### src/hdl/arpm_pkg.sv
// Shared types, constants and request byte table for the ARP resolver.
package arpm_pkg;

  localparam int unsigned FRAME_LEN   = 42;
  localparam int unsigned OFF_W       = 6;
  localparam int unsigned FIFO_DEPTH  = 4;
  localparam int unsigned MAC_W       = 48;
  localparam int unsigned IP_W        = 32;
  localparam int unsigned CFG_DATA_W  = 64;
  localparam int unsigned CFG_ADDR_W  = 5;

  // input opcodes
  localparam logic OP_SEND = 1'b0;
  localparam logic OP_RX   = 1'b1;

  // result kinds
  localparam logic KIND_TX       = 1'b0;
  localparam logic KIND_RESOLVED = 1'b1;

  // register indexes (paddr[4:3])
  localparam logic [1:0] REG_LOCAL_MAC = 2'd0;
  localparam logic [1:0] REG_LOCAL_IP  = 2'd1;
  localparam logic [1:0] REG_TARGET_IP = 2'd2;

  // frame offsets
  localparam logic [OFF_W-1:0] OFF_LEN     = OFF_W'(FRAME_LEN);
  localparam logic [OFF_W-1:0] OFF_LAST    = OFF_W'(FRAME_LEN - 1);
  localparam logic [OFF_W-1:0] OFF_TYPE_HI = 6'd12;
  localparam logic [OFF_W-1:0] OFF_TYPE_LO = 6'd13;
  localparam logic [OFF_W-1:0] OFF_OPER_HI = 6'd20;
  localparam logic [OFF_W-1:0] OFF_OPER_LO = 6'd21;
  localparam logic [OFF_W-1:0] OFF_SHA0    = 6'd22;
  localparam logic [OFF_W-1:0] OFF_SHA5    = 6'd27;
  localparam logic [OFF_W-1:0] OFF_SPA0    = 6'd28;
  localparam logic [OFF_W-1:0] OFF_SPA1    = 6'd29;
  localparam logic [OFF_W-1:0] OFF_SPA2    = 6'd30;
  localparam logic [OFF_W-1:0] OFF_SPA3    = 6'd31;

  typedef struct packed {
    logic [MAC_W-1:0] local_mac;
    logic [IP_W-1:0]  local_ip;
    logic [IP_W-1:0]  target_ip;
  } cfg_t;

  // queue entry: send a request, or report a resolved MAC
  typedef struct packed {
    logic             kind;
    logic [MAC_W-1:0] mac;
  } qent_t;

  typedef struct packed {
    logic full;
    logic empty;
  } fifo_stat_t;

  function automatic logic [7:0] request_byte(input logic [OFF_W-1:0] i, input cfg_t c);
    logic [7:0] b;
    case (i)
      6'd0, 6'd1, 6'd2, 6'd3, 6'd4, 6'd5: b = 8'hFF;
      6'd6, 6'd22: b = c.local_mac[47:40];
      6'd7, 6'd23: b = c.local_mac[39:32];
      6'd8, 6'd24: b = c.local_mac[31:24];
      6'd9, 6'd25: b = c.local_mac[23:16];
      6'd10, 6'd26: b = c.local_mac[15:8];
      6'd11, 6'd27: b = c.local_mac[7:0];
      6'd12: b = 8'h08;
      6'd13: b = 8'h06;
      6'd14: b = 8'h00;
      6'd15: b = 8'h01;
      6'd16: b = 8'h08;
      6'd17: b = 8'h00;
      6'd18: b = 8'h06;
      6'd19: b = 8'h04;
      6'd20: b = 8'h00;
      6'd21: b = 8'h01;
      6'd28: b = c.local_ip[31:24];
      6'd29: b = c.local_ip[23:16];
      6'd30: b = c.local_ip[15:8];
      6'd31: b = c.local_ip[7:0];
      6'd38: b = c.target_ip[31:24];
      6'd39: b = c.target_ip[23:16];
      6'd40: b = c.target_ip[15:8];
      6'd41: b = c.target_ip[7:0];
      default: b = 8'h00;
    endcase
    return b;
  endfunction

endpackage

### src/hdl/arpm_fifo.sv
// Short command queue between the parser front end and the emitter back end.
module arpm_fifo #(
  parameter int unsigned DEPTH = arpm_pkg::FIFO_DEPTH
) (
  input  logic                clk_i,
  input  logic                rst_ni,
  input  logic                push_i,
  input  arpm_pkg::qent_t     push_data_i,
  input  logic                pop_i,
  output arpm_pkg::qent_t     head_o,
  output arpm_pkg::fifo_stat_t stat_o
);

  localparam int unsigned PTR_W = (DEPTH > 1) ? $clog2(DEPTH) : 1;
  localparam int unsigned CNT_W = $clog2(DEPTH + 1);
  localparam logic [PTR_W-1:0] PTR_MAX = PTR_W'(DEPTH - 1);
  localparam logic [CNT_W-1:0] CNT_MAX = CNT_W'(DEPTH);

  arpm_pkg::qent_t mem_q [DEPTH];
  logic [PTR_W-1:0] wr_ptr_q, wr_ptr_d, rd_ptr_q, rd_ptr_d;
  logic [CNT_W-1:0] cnt_q, cnt_d;
  logic do_push, do_pop;

  assign stat_o.full  = (cnt_q == CNT_MAX);
  assign stat_o.empty = (cnt_q == '0);
  assign do_push = push_i && !stat_o.full;
  assign do_pop  = pop_i && !stat_o.empty;
  assign head_o  = mem_q[rd_ptr_q];

  always_comb begin
    wr_ptr_d = wr_ptr_q;
    rd_ptr_d = rd_ptr_q;
    cnt_d    = cnt_q;
    if (do_push) begin
      wr_ptr_d = (wr_ptr_q == PTR_MAX) ? '0 : wr_ptr_q + 1'b1;
    end
    if (do_pop) begin
      rd_ptr_d = (rd_ptr_q == PTR_MAX) ? '0 : rd_ptr_q + 1'b1;
    end
    if (do_push && !do_pop) begin
      cnt_d = cnt_q + 1'b1;
    end else if (do_pop && !do_push) begin
      cnt_d = cnt_q - 1'b1;
    end
  end

  always_ff @(posedge clk_i or negedge rst_ni) begin
    if (!rst_ni) begin
      wr_ptr_q <= '0;
      rd_ptr_q <= '0;
      cnt_q    <= '0;
    end else begin
      wr_ptr_q <= wr_ptr_d;
      rd_ptr_q <= rd_ptr_d;
      cnt_q    <= cnt_d;
    end
  end

  always_ff @(posedge clk_i) begin
    if (do_push) begin
      mem_q[wr_ptr_q] <= push_data_i;
    end
  end

endmodule

### src/hdl/arpm_front.sv
// Front end: accepts words, parses received frames, queues send and resolve commands.
module arpm_front (
  input  logic                   clk_i,
  input  logic                   rst_ni,
  input  logic                   in_valid_i,
  output logic                   in_ready_o,
  input  logic                   opcode_i,
  input  logic [7:0]             rx_byte_i,
  input  logic                   rx_last_i,
  input  logic [arpm_pkg::IP_W-1:0] target_ip_i,
  input  arpm_pkg::fifo_stat_t   stat_i,
  output logic                   push_o,
  output arpm_pkg::qent_t        push_data_o
);

  logic [arpm_pkg::OFF_W-1:0] off_q, off_d, off_n;
  logic type_ok_q, type_ok_d, type_n;
  logic reply_ok_q, reply_ok_d, reply_n;
  logic sip_ok_q, sip_ok_d, sip_n;
  logic [arpm_pkg::MAC_W-1:0] mac_q, mac_d, mac_n;
  logic wait_q, wait_d;
  logic accept, hit;

  assign in_ready_o = !stat_i.full;
  assign accept     = in_valid_i && in_ready_o;

  // per-byte field checks
  always_comb begin
    off_n   = off_q;
    type_n  = type_ok_q;
    reply_n = reply_ok_q;
    sip_n   = sip_ok_q;
    mac_n   = mac_q;
    if (off_q < arpm_pkg::OFF_LEN) begin
      off_n = off_q + 1'b1;
      case (off_q)
        arpm_pkg::OFF_TYPE_HI: type_n  = (rx_byte_i == 8'h08);
        arpm_pkg::OFF_TYPE_LO: type_n  = type_ok_q && (rx_byte_i == 8'h06);
        arpm_pkg::OFF_OPER_HI: reply_n = (rx_byte_i == 8'h00);
        arpm_pkg::OFF_OPER_LO: reply_n = reply_ok_q && (rx_byte_i == 8'h02);
        arpm_pkg::OFF_SPA0: sip_n = (rx_byte_i == target_ip_i[31:24]);
        arpm_pkg::OFF_SPA1: sip_n = sip_ok_q && (rx_byte_i == target_ip_i[23:16]);
        arpm_pkg::OFF_SPA2: sip_n = sip_ok_q && (rx_byte_i == target_ip_i[15:8]);
        arpm_pkg::OFF_SPA3: sip_n = sip_ok_q && (rx_byte_i == target_ip_i[7:0]);
        default: begin
          if (off_q >= arpm_pkg::OFF_SHA0 && off_q <= arpm_pkg::OFF_SHA5) begin
            mac_n = {mac_q[arpm_pkg::MAC_W-9:0], rx_byte_i};
          end
        end
      endcase
    end
  end

  assign hit = wait_q && (off_n == arpm_pkg::OFF_LEN) && type_n && reply_n && sip_n;

  always_comb begin
    off_d            = off_q;
    type_ok_d        = type_ok_q;
    reply_ok_d       = reply_ok_q;
    sip_ok_d         = sip_ok_q;
    mac_d            = mac_q;
    wait_d           = wait_q;
    push_o           = 1'b0;
    push_data_o.kind = arpm_pkg::KIND_TX;
    push_data_o.mac  = mac_n;
    if (accept) begin
      if (opcode_i == arpm_pkg::OP_SEND || rx_last_i) begin
        off_d      = '0;
        type_ok_d  = 1'b0;
        reply_ok_d = 1'b0;
        sip_ok_d   = 1'b0;
        mac_d      = '0;
      end else begin
        off_d      = off_n;
        type_ok_d  = type_n;
        reply_ok_d = reply_n;
        sip_ok_d   = sip_n;
        mac_d      = mac_n;
      end
      if (opcode_i == arpm_pkg::OP_SEND) begin
        wait_d = 1'b1;
        push_o = 1'b1;
      end else if (rx_last_i && hit) begin
        wait_d           = 1'b0;
        push_o           = 1'b1;
        push_data_o.kind = arpm_pkg::KIND_RESOLVED;
      end
    end
  end

  always_ff @(posedge clk_i or negedge rst_ni) begin
    if (!rst_ni) begin
      off_q      <= '0;
      type_ok_q  <= 1'b0;
      reply_ok_q <= 1'b0;
      sip_ok_q   <= 1'b0;
      mac_q      <= '0;
      wait_q     <= 1'b0;
    end else begin
      off_q      <= off_d;
      type_ok_q  <= type_ok_d;
      reply_ok_q <= reply_ok_d;
      sip_ok_q   <= sip_ok_d;
      mac_q      <= mac_d;
      wait_q     <= wait_d;
    end
  end

endmodule

### src/hdl/arpm_back.sv
// Back end: drains the queue, emits request bytes and resolve words into the output register.
module arpm_back (
  input  logic                        clk_i,
  input  logic                        rst_ni,
  input  arpm_pkg::cfg_t              cfg_i,
  input  arpm_pkg::qent_t             head_i,
  input  arpm_pkg::fifo_stat_t        stat_i,
  output logic                        pop_o,
  output logic                        out_valid_o,
  input  logic                        out_ready_i,
  output logic                        result_kind_o,
  output logic [7:0]                  tx_byte_o,
  output logic                        tx_last_o,
  output logic [arpm_pkg::MAC_W-1:0]  resolved_mac_o
);

  logic [arpm_pkg::OFF_W-1:0] idx_q, idx_d;
  logic active_q, active_d;
  logic valid_q, valid_d;
  logic kind_q, kind_d, last_q, last_d;
  logic [7:0] byte_q, byte_d;
  logic [arpm_pkg::MAC_W-1:0] mac_q, mac_d;
  logic load;

  assign load = !valid_q || out_ready_i;

  always_comb begin
    idx_d    = idx_q;
    active_d = active_q;
    valid_d  = valid_q;
    kind_d   = kind_q;
    last_d   = last_q;
    byte_d   = byte_q;
    mac_d    = mac_q;
    pop_o    = 1'b0;
    if (load) begin
      valid_d = 1'b0;
      if (active_q) begin
        valid_d = 1'b1;
        kind_d  = arpm_pkg::KIND_TX;
        byte_d  = arpm_pkg::request_byte(idx_q, cfg_i);
        last_d  = (idx_q == arpm_pkg::OFF_LAST);
        mac_d   = '0;
        idx_d   = idx_q + 1'b1;
        if (idx_q == arpm_pkg::OFF_LAST) begin
          active_d = 1'b0;
        end
      end else if (!stat_i.empty) begin
        pop_o   = 1'b1;
        valid_d = 1'b1;
        kind_d  = head_i.kind;
        last_d  = 1'b0;
        if (head_i.kind == arpm_pkg::KIND_RESOLVED) begin
          byte_d = 8'h00;
          mac_d  = head_i.mac;
        end else begin
          // first request byte goes out now, the rest follow from the counter
          byte_d   = arpm_pkg::request_byte('0, cfg_i);
          mac_d    = '0;
          idx_d    = arpm_pkg::OFF_W'(1);
          active_d = 1'b1;
        end
      end
    end
  end

  always_ff @(posedge clk_i or negedge rst_ni) begin
    if (!rst_ni) begin
      idx_q    <= '0;
      active_q <= 1'b0;
      valid_q  <= 1'b0;
    end else begin
      idx_q    <= idx_d;
      active_q <= active_d;
      valid_q  <= valid_d;
    end
  end

  always_ff @(posedge clk_i) begin
    kind_q <= kind_d;
    last_q <= last_d;
    byte_q <= byte_d;
    mac_q  <= mac_d;
  end

  assign out_valid_o    = valid_q;
  assign result_kind_o  = kind_q;
  assign tx_byte_o      = byte_q;
  assign tx_last_o      = last_q;
  assign resolved_mac_o = mac_q;

endmodule

### src/hdl/arp_request_and_reply_match.sv
// Top level of the ARP resolver: register port, parser front end, queue, emitter back end.
// An accepted word is first written into the queue; the back end then loads its first
//   result from the queue into the output register, which drives the output handshake.
// Throughput: one input word per cycle; a send yields 42 words at one per cycle from the
//   back end's byte counter, while the front end keeps parsing into a QUEUE_DEPTH queue.
// Input stalls only when the queue is full; the output register holds a word under stall.
// Reset (rst_ni low, async): registers, parse state, queue and output valid all clear.
module arp_request_and_reply_match #(
  parameter int unsigned QUEUE_DEPTH = arpm_pkg::FIFO_DEPTH
) (
  input  logic                              clk_i,
  input  logic                              rst_ni,
  // input channel
  input  logic                              in_valid_i,
  output logic                              in_ready_o,
  input  logic                              opcode_i,
  input  logic [7:0]                        rx_byte_i,
  input  logic                              rx_last_i,
  // output channel
  output logic                              out_valid_o,
  input  logic                              out_ready_i,
  output logic                              result_kind_o,
  output logic [7:0]                        tx_byte_o,
  output logic                              tx_last_o,
  output logic [arpm_pkg::MAC_W-1:0]        resolved_mac_o,
  // register port, registers at 8-byte strides
  input  logic                              psel,
  input  logic                              penable,
  input  logic                              pwrite,
  input  logic [arpm_pkg::CFG_ADDR_W-1:0]   paddr,
  input  logic [arpm_pkg::CFG_DATA_W-1:0]   pwdata,
  output logic [arpm_pkg::CFG_DATA_W-1:0]   prdata,
  output logic                              pready
);

  arpm_pkg::cfg_t       cfg_q;
  arpm_pkg::qent_t      push_data, head;
  arpm_pkg::fifo_stat_t stat;
  logic                 push, pop;
  logic                 cfg_wr;
  logic [1:0]           reg_idx;

  // register file; the user must write it only while the datapath is idle, the block itself does not enforce it
  assign pready  = 1'b1;
  assign cfg_wr  = psel && penable && pwrite;
  assign reg_idx = paddr[4:3];

  always_ff @(posedge clk_i or negedge rst_ni) begin
    if (!rst_ni) begin
      cfg_q <= '0;
    end else if (cfg_wr) begin
      case (reg_idx)
        arpm_pkg::REG_LOCAL_MAC: cfg_q.local_mac <= pwdata[arpm_pkg::MAC_W-1:0];
        arpm_pkg::REG_LOCAL_IP:  cfg_q.local_ip  <= pwdata[arpm_pkg::IP_W-1:0];
        arpm_pkg::REG_TARGET_IP: cfg_q.target_ip <= pwdata[arpm_pkg::IP_W-1:0];
        default: ;
      endcase
    end
  end

  always_comb begin
    case (reg_idx)
      arpm_pkg::REG_LOCAL_MAC: prdata = arpm_pkg::CFG_DATA_W'(cfg_q.local_mac);
      arpm_pkg::REG_LOCAL_IP:  prdata = arpm_pkg::CFG_DATA_W'(cfg_q.local_ip);
      arpm_pkg::REG_TARGET_IP: prdata = arpm_pkg::CFG_DATA_W'(cfg_q.target_ip);
      default:                 prdata = '0;
    endcase
  end

  // front end: frame parse and waiting flag, queues send / resolve commands
  arpm_front u_front (
    .clk_i       (clk_i),
    .rst_ni      (rst_ni),
    .in_valid_i  (in_valid_i),
    .in_ready_o  (in_ready_o),
    .opcode_i    (opcode_i),
    .rx_byte_i   (rx_byte_i),
    .rx_last_i   (rx_last_i),
    .target_ip_i (cfg_q.target_ip),
    .stat_i      (stat),
    .push_o      (push),
    .push_data_o (push_data)
  );

  arpm_fifo #(
    .DEPTH (QUEUE_DEPTH)
  ) u_fifo (
    .clk_i       (clk_i),
    .rst_ni      (rst_ni),
    .push_i      (push),
    .push_data_i (push_data),
    .pop_i       (pop),
    .head_o      (head),
    .stat_o      (stat)
  );

  // back end: 42-byte request sequencer and output register
  arpm_back u_back (
    .clk_i          (clk_i),
    .rst_ni         (rst_ni),
    .cfg_i          (cfg_q),
    .head_i         (head),
    .stat_i         (stat),
    .pop_o          (pop),
    .out_valid_o    (out_valid_o),
    .out_ready_i    (out_ready_i),
    .result_kind_o  (result_kind_o),
    .tx_byte_o      (tx_byte_o),
    .tx_last_o      (tx_last_o),
    .resolved_mac_o (resolved_mac_o)
  );

endmodule

### config.mk
export PLATFORM = sky130hd
export DESIGN_NAME = arp_request_and_reply_match
export DESIGN_NICKNAME = d
export VERILOG_FILES = /design/src/hdl/arpm_pkg.sv /design/src/hdl/arpm_fifo.sv /design/src/hdl/arpm_front.sv /design/src/hdl/arpm_back.sv /design/src/hdl/arp_request_and_reply_match.sv
export SDC_FILE = /design/constraint.sdc
export NUM_CORES = 1
export LEC_CHECK = 0
export BUFFER_PORTS_ARGS = -buffer_cell sky130_fd_sc_hd__buf_2
export CORE_UTILIZATION = 59
export DETAILED_ROUTE_END_ITERATION = 12
export PLACE_DENSITY = 0.8
export SYNTH_ARGS = -nofsm -noshare
export SYNTH_HDL_FRONTEND = slang
export SYNTH_HIERARCHICAL = 1
export SYNTH_SLANG_ARGS = --single-unit
### constraint.sdc
create_clock -name clk_i -period 6.4 [get_ports clk_i]
set_input_delay 0.64 -clock clk_i [delete_from_list [all_inputs] [get_ports clk_i]]
set_output_delay 0.64 -clock clk_i [all_outputs]
set_load 0.01 [all_outputs]
After elaboration in Yosys (flattened, before gate mapping) --
Memory sizes are Yosys's and may differ from the RTL's. Cells that the tools add are included.
Storage, ports and cells: bits in registers 243, bits in writable memories 196, output and inout port bits 125, logic and storage cells 182, memories kept 1
Operators by class: add/sub/neg operators 6, order comparisons 3, equal/unequal tests 56, multiplexer cells 49, bitwise operators 1, reduce and logical (&&, ||, !) cells 47
Memories:
- u_fifo.mem_q | words 4, width 49, rd ports 1, clocked after Yosys merged registers in 0, write ports 1, RTL line arpm_fifo.sv:19 | arpm_pkg::qent_t mem_q [DEPTH];
Operators by type and width (number):
- $mux 48 | 6
- $pmux 8 s19 | 1
- $pmux 48 s3 | 1
- $eq 6x5->1 const B | 20
- $eq 6x4->1 const B | 9
- $eq 8x8->1 | 4
- $eq 6x6->1 const B | 5
- $mux 6 | 5
- $mux 1 | 26
- $eq 6x3->1 const B | 4
- $mux 8 | 3
- $logic_and 1x1->1 | 18
- $reduce_or 2->1 | 9
- $add 6x1->6 const B | 2
- $eq 6x2->1 const B | 2
- $reduce_and 2->1 | 5
- $eq 8x2->1 const B | 1
- $eq 8x3->1 const B | 1
- $eq 8x4->1 const B | 1
- $logic_not 8->1 | 1
- $reduce_or 8->1 | 1
- $eq 2x2->1 const B | 3
- $eq 6x1->1 const B | 1
- $ge 6x5->1 const B | 1
- 22 further kinds | 32

Longest topological paths before layout --
depth after elaboration 16, gate-level depth with buffers 15, gate-level depth less buffers 15

Modules after synthesis --
Netlist, hierarchy kept.
By module, submodules not included:
- arpm_fifo | times used 1, cells an instance 294, area an instance 7542.2 um2
- arp_request_and_reply_match | times used 1, cells an instance 385, area an instance 5265.0 um2
- arpm_back | times used 1, cells an instance 310, area an instance 3651.0 um2
- arpm_front | times used 1, cells an instance 314, area an instance 3474.6 um2

Least setup slack after synthesis --
Ideal clock, no wire load.
kind input to register, start input port rx_byte_i[6], end memory u_fifo/mem_q[3][0] (netlist name), enable pin, library setup time 0.456 ns, data arrival time 4.124 ns, data required time 5.944 ns, setup slack 1.820 ns, cell stages on the path 8, path buffers 0, cells stage by stage or4_1 -> a2111oi_0 -> mux2i_1 -> nor2_1 -> nand4_1 -> o21ai_0 -> nand2_1 -> nor2_1
On the way: longest elaborated chain between the ends 14, elaborated cells on any way between the ends 29, those cells by class eq/ne: 7; mux: 11; reduce/logical: 11
RTL lines:
- start: declaration | RTL line arp_request_and_reply_match.sv:17 | input logic [7:0] rx_byte_i,
- $eq 8x3->1 | RTL line arpm_front.sv:38 | arpm_pkg::OFF_TYPE_LO: type_n = type_ok_q && (rx_byte_i == 8'h06);
- $logic_and 1x1->1 | RTL line arpm_front.sv:38
- $pmux 1 s2 | RTL line arpm_front.sv:36 | case (off_q)
- $mux 1 | RTL line arpm_front.sv:34 | if (off_q < arpm_pkg::OFF_LEN) begin
- $logic_and 1x1->1 (2 in a row) | RTL line arpm_front.sv:54 | assign hit = wait_q && (off_n == arpm_pkg::OFF_LEN) && type_n && reply_n && sip_n;
- $logic_and 1x1->1 (*) | RTL line arpm_front.sv:54
- $logic_and 1x1->1 (*) | RTL line arpm_front.sv:83 | end else if (rx_last_i && hit) begin
- $mux 1 (*) | RTL line arpm_front.sv:83
- $mux 1 (*) | RTL line arpm_front.sv:80 | if (opcode_i == arpm_pkg::OP_SEND) begin
- $mux 1 (*) | RTL line arpm_front.sv:66 | if (accept) begin
- named net push | RTL line arp_request_and_reply_match.sv:39 | logic push, pop;
- $logic_and 1x1->1 (*) | RTL line arpm_fifo.sv:26 | assign do_push = push_i && !stat_o.full;
- $mux 1 (*) | RTL line arpm_fifo.sv:60 | if (do_push) begin
- $mux 1 (implied by the code) (*) | RTL line arpm_fifo.sv:61 | mem_q[wr_ptr_q] <= push_data_i;
- end: declaration | RTL line arpm_fifo.sv:19
The timed path passes the listed nets; every way through them passes the cells marked *.

Final worst setup path --
start register u_front/off_q[1] (netlist name), end memory u_fifo/mem_q[2][28] (netlist name), enable pin
On the way: longest elaborated chain between the ends 14, elaborated cells on any way between the ends 29, those cells by class add/sub: 1; order compare: 1; eq/ne: 9; mux: 12; reduce/logical: 6
RTL lines:
- start: declaration | RTL line arpm_front.sv:16 | logic [arpm_pkg::OFF_W-1:0] off_q, off_d, off_n;
- start signal: assignment | RTL line arpm_front.sv:93 | off_q <= '0;
- start signal: assignment | RTL line arpm_front.sv:100 | off_q <= off_d;
- $add 6x1->6 or $lt 6x6->1 (tied branches) | RTL line arpm_front.sv:35, arpm_front.sv:34
- $mux 6 | RTL line arpm_front.sv:34
- $eq 6x6->1 | RTL line arpm_front.sv:54
- $logic_and 1x1->1 (3 in a row) | RTL line arpm_front.sv:54
- $logic_and 1x1->1 (*) | RTL line arpm_front.sv:54
- $logic_and 1x1->1 (*) | RTL line arpm_front.sv:83
- $mux 1 (*) | RTL line arpm_front.sv:83
- $mux 1 (*) | RTL line arpm_front.sv:80
- $mux 1 (*) | RTL line arpm_front.sv:66
- named net push | RTL line arp_request_and_reply_match.sv:39
- $logic_and 1x1->1 (*) | RTL line arpm_fifo.sv:26
- named net u_fifo.do_push | RTL line arpm_fifo.sv:22 | logic do_push, do_pop;
- $mux 1 (*) | RTL line arpm_fifo.sv:60
- $mux 1 (implied by the code) (*) | RTL line arpm_fifo.sv:61
Marks and branches as above.

==> results.sh <==
export IMPL_clk_latency_ns=0.56
export IMPL_drt_wirelength_per_cell_um=23.58
export IMPL_vias_per_cell=6.318
export IMPL_ir_worst_vdd_mv=0.3007
export IMPL_synthFlopType="edfxtp_1"
export IMPL_grtUsageTotal=0.2719
export IMPL_dieWidth_um=185.8
export IMPL_yosysMostFrequentCell="edfxtp_1"
export IMPL_syn_avg_cell_area_um2=15.30
export IMPL_ys_warn_count=6
export IMPL_cts_hold_buf=0
export IMPL_vias=12232
export IMPL_startpoint_type="flip-flop"
export IMPL_async_flop_share=0.4214
export IMPL_period_share=0.6581
export IMPL_grt_pass1_wl_um=70940
export IMPL_syn_instance_count=1303
export IMPL_ios=211
export IMPL_dieArea_mm2=0.03452
export IMPL_areaGrowthSynthToFinish_pct=12.92
export IMPL_synth_edf_count=254
export IMPL_dp_hpwl_um=28310
export IMPL_drt_total_wl_um=45650
export IMPL_critPathRequiredTime_ns=6.62
export IMPL_reg2reg_slack_ns=2.19
export IMPL_worst_path_buf_inv=2
export IMPL_cts_sinks=439
export IMPL_hold_viol_final=0
export IMPL_slowest_delay_ns=0.83
export IMPL_overflow=0
export IMPL_slew_violations=0
export IMPL_fmax_ghz=0.2374
export IMPL_initial_core_util=0.6065
export IMPL_power_leakage_nw=8.962
export IMPL_antenna_found_initial=4
export IMPL_die_h_um=185.8
export IMPL_hp_class="in -> async"
export IMPL_crit_chain="inv_1 -> ha_1 -> nor2_1 -> or4_1 -> nor4_1 -> a21o_1 -> nand4_1 -> o21ai_0 -> nor2b_4 -> and2_2 -> buf_4"
export IMPL_tns_ns=0
export IMPL_htreeDepth=2
export IMPL_critPathSlowestCell="and2_2"
export IMPL_reg2reg_depth=11
export IMPL_crit_start="u_front/off_q[1]"
export IMPL_ys_ff_latch=439
export IMPL_synth_top_area_cell="edfxtp_1"
export IMPL_critical_path_top_delay_family="simple AND/OR/NAND/NOR gates"
export IMPL_clock_skew_ns=0.02268
export IMPL_port_buffer_count=174
export IMPL_cts_tree="built"
export IMPL_cts_root_buf="clkbuf_16"
export IMPL_ctsResizeCount=0
export IMPL_path_max_fanout=33
export IMPL_synth_cell_types=90
export IMPL_ant_nets=0
export IMPL_gpl_final_weighted_congestion=0.9181
export IMPL_grt_pass1_vias=12377
export IMPL_path_clk_slew_ns=0.06
export IMPL_crit_type="reg -> reg"
export IMPL_yosys_top_cells_area="edfxtp_1, dfrtp_1, mux2_2"
export IMPL_reg2reg_from="u_front/off_q[1]"
export IMPL_postCtsSetupBuffers=0
export IMPL_fin_crit_ns=4.212
export IMPL_drt_iter0_markers=1206
export IMPL_critical_path_depth=11
export IMPL_cts_buffers=44
export IMPL_clock_path_buffers=3
export IMPL_postLayoutCellArea_mm2=0.02251
export IMPL_worstMarginPinSlew_ns=1.187
export IMPL_rsz0062_at_grt="no"
export IMPL_core_area_mm2=0.03287
export IMPL_post_dp_cell_area_mm2=0.02093
export IMPL_finalSetupViolCount=0
export IMPL_power_density_mw_per_mm2=376.3
export IMPL_cp_end_kind="flip-flop"
export IMPL_drt_drc_violations_left=0
export IMPL_synth_top_area_share=0.3827
export IMPL_final_nets=1556
export IMPL_rows=66
export IMPL_grt_max_degree=127
export IMPL_cp_arrival_ns=4.44
export IMPL_synthTopCellsByCount="edfxtp_1, dfrtp_1, mux2_2, and2_1, a22o_1"
export IMPL_ys_seq_area_frac=0.6149
export IMPL_drive_above_1_share=0.3367
export IMPL_status="completed"
export IMPL_drt_pass1_iter_count=5
export IMPL_synth_area_mm2=0.01993
export IMPL_max_cap_viol_count=0
export IMPL_slew_headroom=0.1972
stage by stage:
| stage | worst slack (ns) | cells | hold slack (ns) | utilization | total power [W] |
|---|---|---|---|---|---|
| 6_report | 2.188 | 1936 | 0.2411 | 0.6849 | 0.008471 |
| 5_1_grt | 1.937 | 1935 | 0.3007 | 0.6848 | 0.008797 |
| 4_1_cts | 2.216 | 1933 | 0.2951 | 0.6846 | 0.008486 |
| 3_5_place_dp | 2.182 | 1851 | 0.4775 | 0.6367 | 0.005730 |
| 3_3_place_gp | 2.269 | 1851 | 0.4708 | 0.6367 | 0.005673 |
| 2_1_floorplan | 1.820 | 1318 | 0.3444 | - | 0.005174 |
final cells by class:
| class | count | area [um2] |
|---|---|---|
| antenna | 3 | 7.507 |
| sequential | 439 | 12260 |
| multi-input combinational | 765 | 7052 |
| clock inverter | 28 | 416.7 |
| timing repair buffer | 191 | 1007 |
| tap | 442 | 553.0 |
| fill | 2198 | 10360 |
| clock buffer | 54 | 1159 |
| inverter | 14 | 52.55 |
flip-flops by register name, summed over array words and instances (netlist names), 2 cells and up:
signal                 flops
u_front/mac_q             48
u_front/off_q              6
u_fifo/rd_ptr_q            2
u_fifo/wr_ptr_q            2
cfg_q                    112
u_fifo/cnt_q               3
u_fifo/mem_q             196
u_back/resolved_mac_o     48
u_back/idx_q               6
u_back/tx_byte_o           8
routing by layer:
| metal | routed length, um | track usage | vias up | part of all wire |
|---|---|---|---|---|
| met5 | 23 | 0 | - | 0.00050 |
| met4 | 1294 | 0.09180 | 4 | 0.028 |
| met3 | 3677 | 0.04735 | 106 | 0.081 |
| met2 | 22350 | 0.4419 | 589 | 0.49 |
| met1 | 18300 | 0.3728 | 6244 | 0.40 |
| li1 | - | - | 5289 | - |
logic make-up after synthesis:
| family | share of synthesized area |
|---|---|
| xor+xnor | 0.009667 |
| other cells | 0.0003768 |
| mux | 0.1711 |
| flops | 0.6149 |
| compound gates | 0.08311 |
| fa+ha+maj | 0.009792 |
| buf+inv | 0.03622 |
| simple gates | 0.07482 |
power breakdown:
part           internal (W)  switching [W]  leakage, nW
Combinational      0.000884        0.00104         3.45
Clock               0.00164        0.00111        0.752
Sequential          0.00343       0.000372         4.76
path summary, 6_finish.rpt:
check	to
min reg2reg	u_front/wait_q
min	cfg_q[99]
max reg2reg	u_fifo/mem_q[2][28]
min in group clk_i	cfg_q[101]
max	u_fifo/mem_q[2][28]
max in group asynchronous	u_fifo/rd_ptr_q[0]
layout by cell type, fill, tap and decap left out, drive strengths merged, types with 5 or more instances in the layout:
| cell | netlist | routed |
|---|---|---|
| nor2b | 10 | 10 |
| a21oi | 13 | 13 |
| a22oi | 23 | 23 |
| a221oi | 9 | 9 |
| nand3 | 8 | 8 |
| inv | 14 | 15 |
| buf | 69 | 190 |
| conb | 2 | 17 |
| o21ai | 48 | 48 |
| nor3 | 11 | 11 |
| a222oi | 9 | 9 |
| mux2 | 164 | 164 |
| edfxtp | 254 | 254 |
| clkbuf | 31 | 55 |
| nand2 | 58 | 58 |
| bufinv | 0 | 8 |
| a22o | 63 | 63 |
| nand2b | 6 | 6 |
| mux4 | 49 | 49 |
| nor4 | 6 | 6 |
| and3 | 13 | 13 |
| xnor2 | 8 | 8 |
| and2 | 72 | 72 |
| clkinvlp | 0 | 5 |
| ha | 14 | 14 |
| a31oi | 8 | 8 |
| nor2 | 30 | 30 |
| xor2 | 14 | 14 |
| mux2i | 34 | 34 |
| clkinv | 0 | 14 |
| nor3b | 10 | 10 |
| dfrtp | 185 | 185 |
No activity file was read; power rests on OpenSTA's default activity.
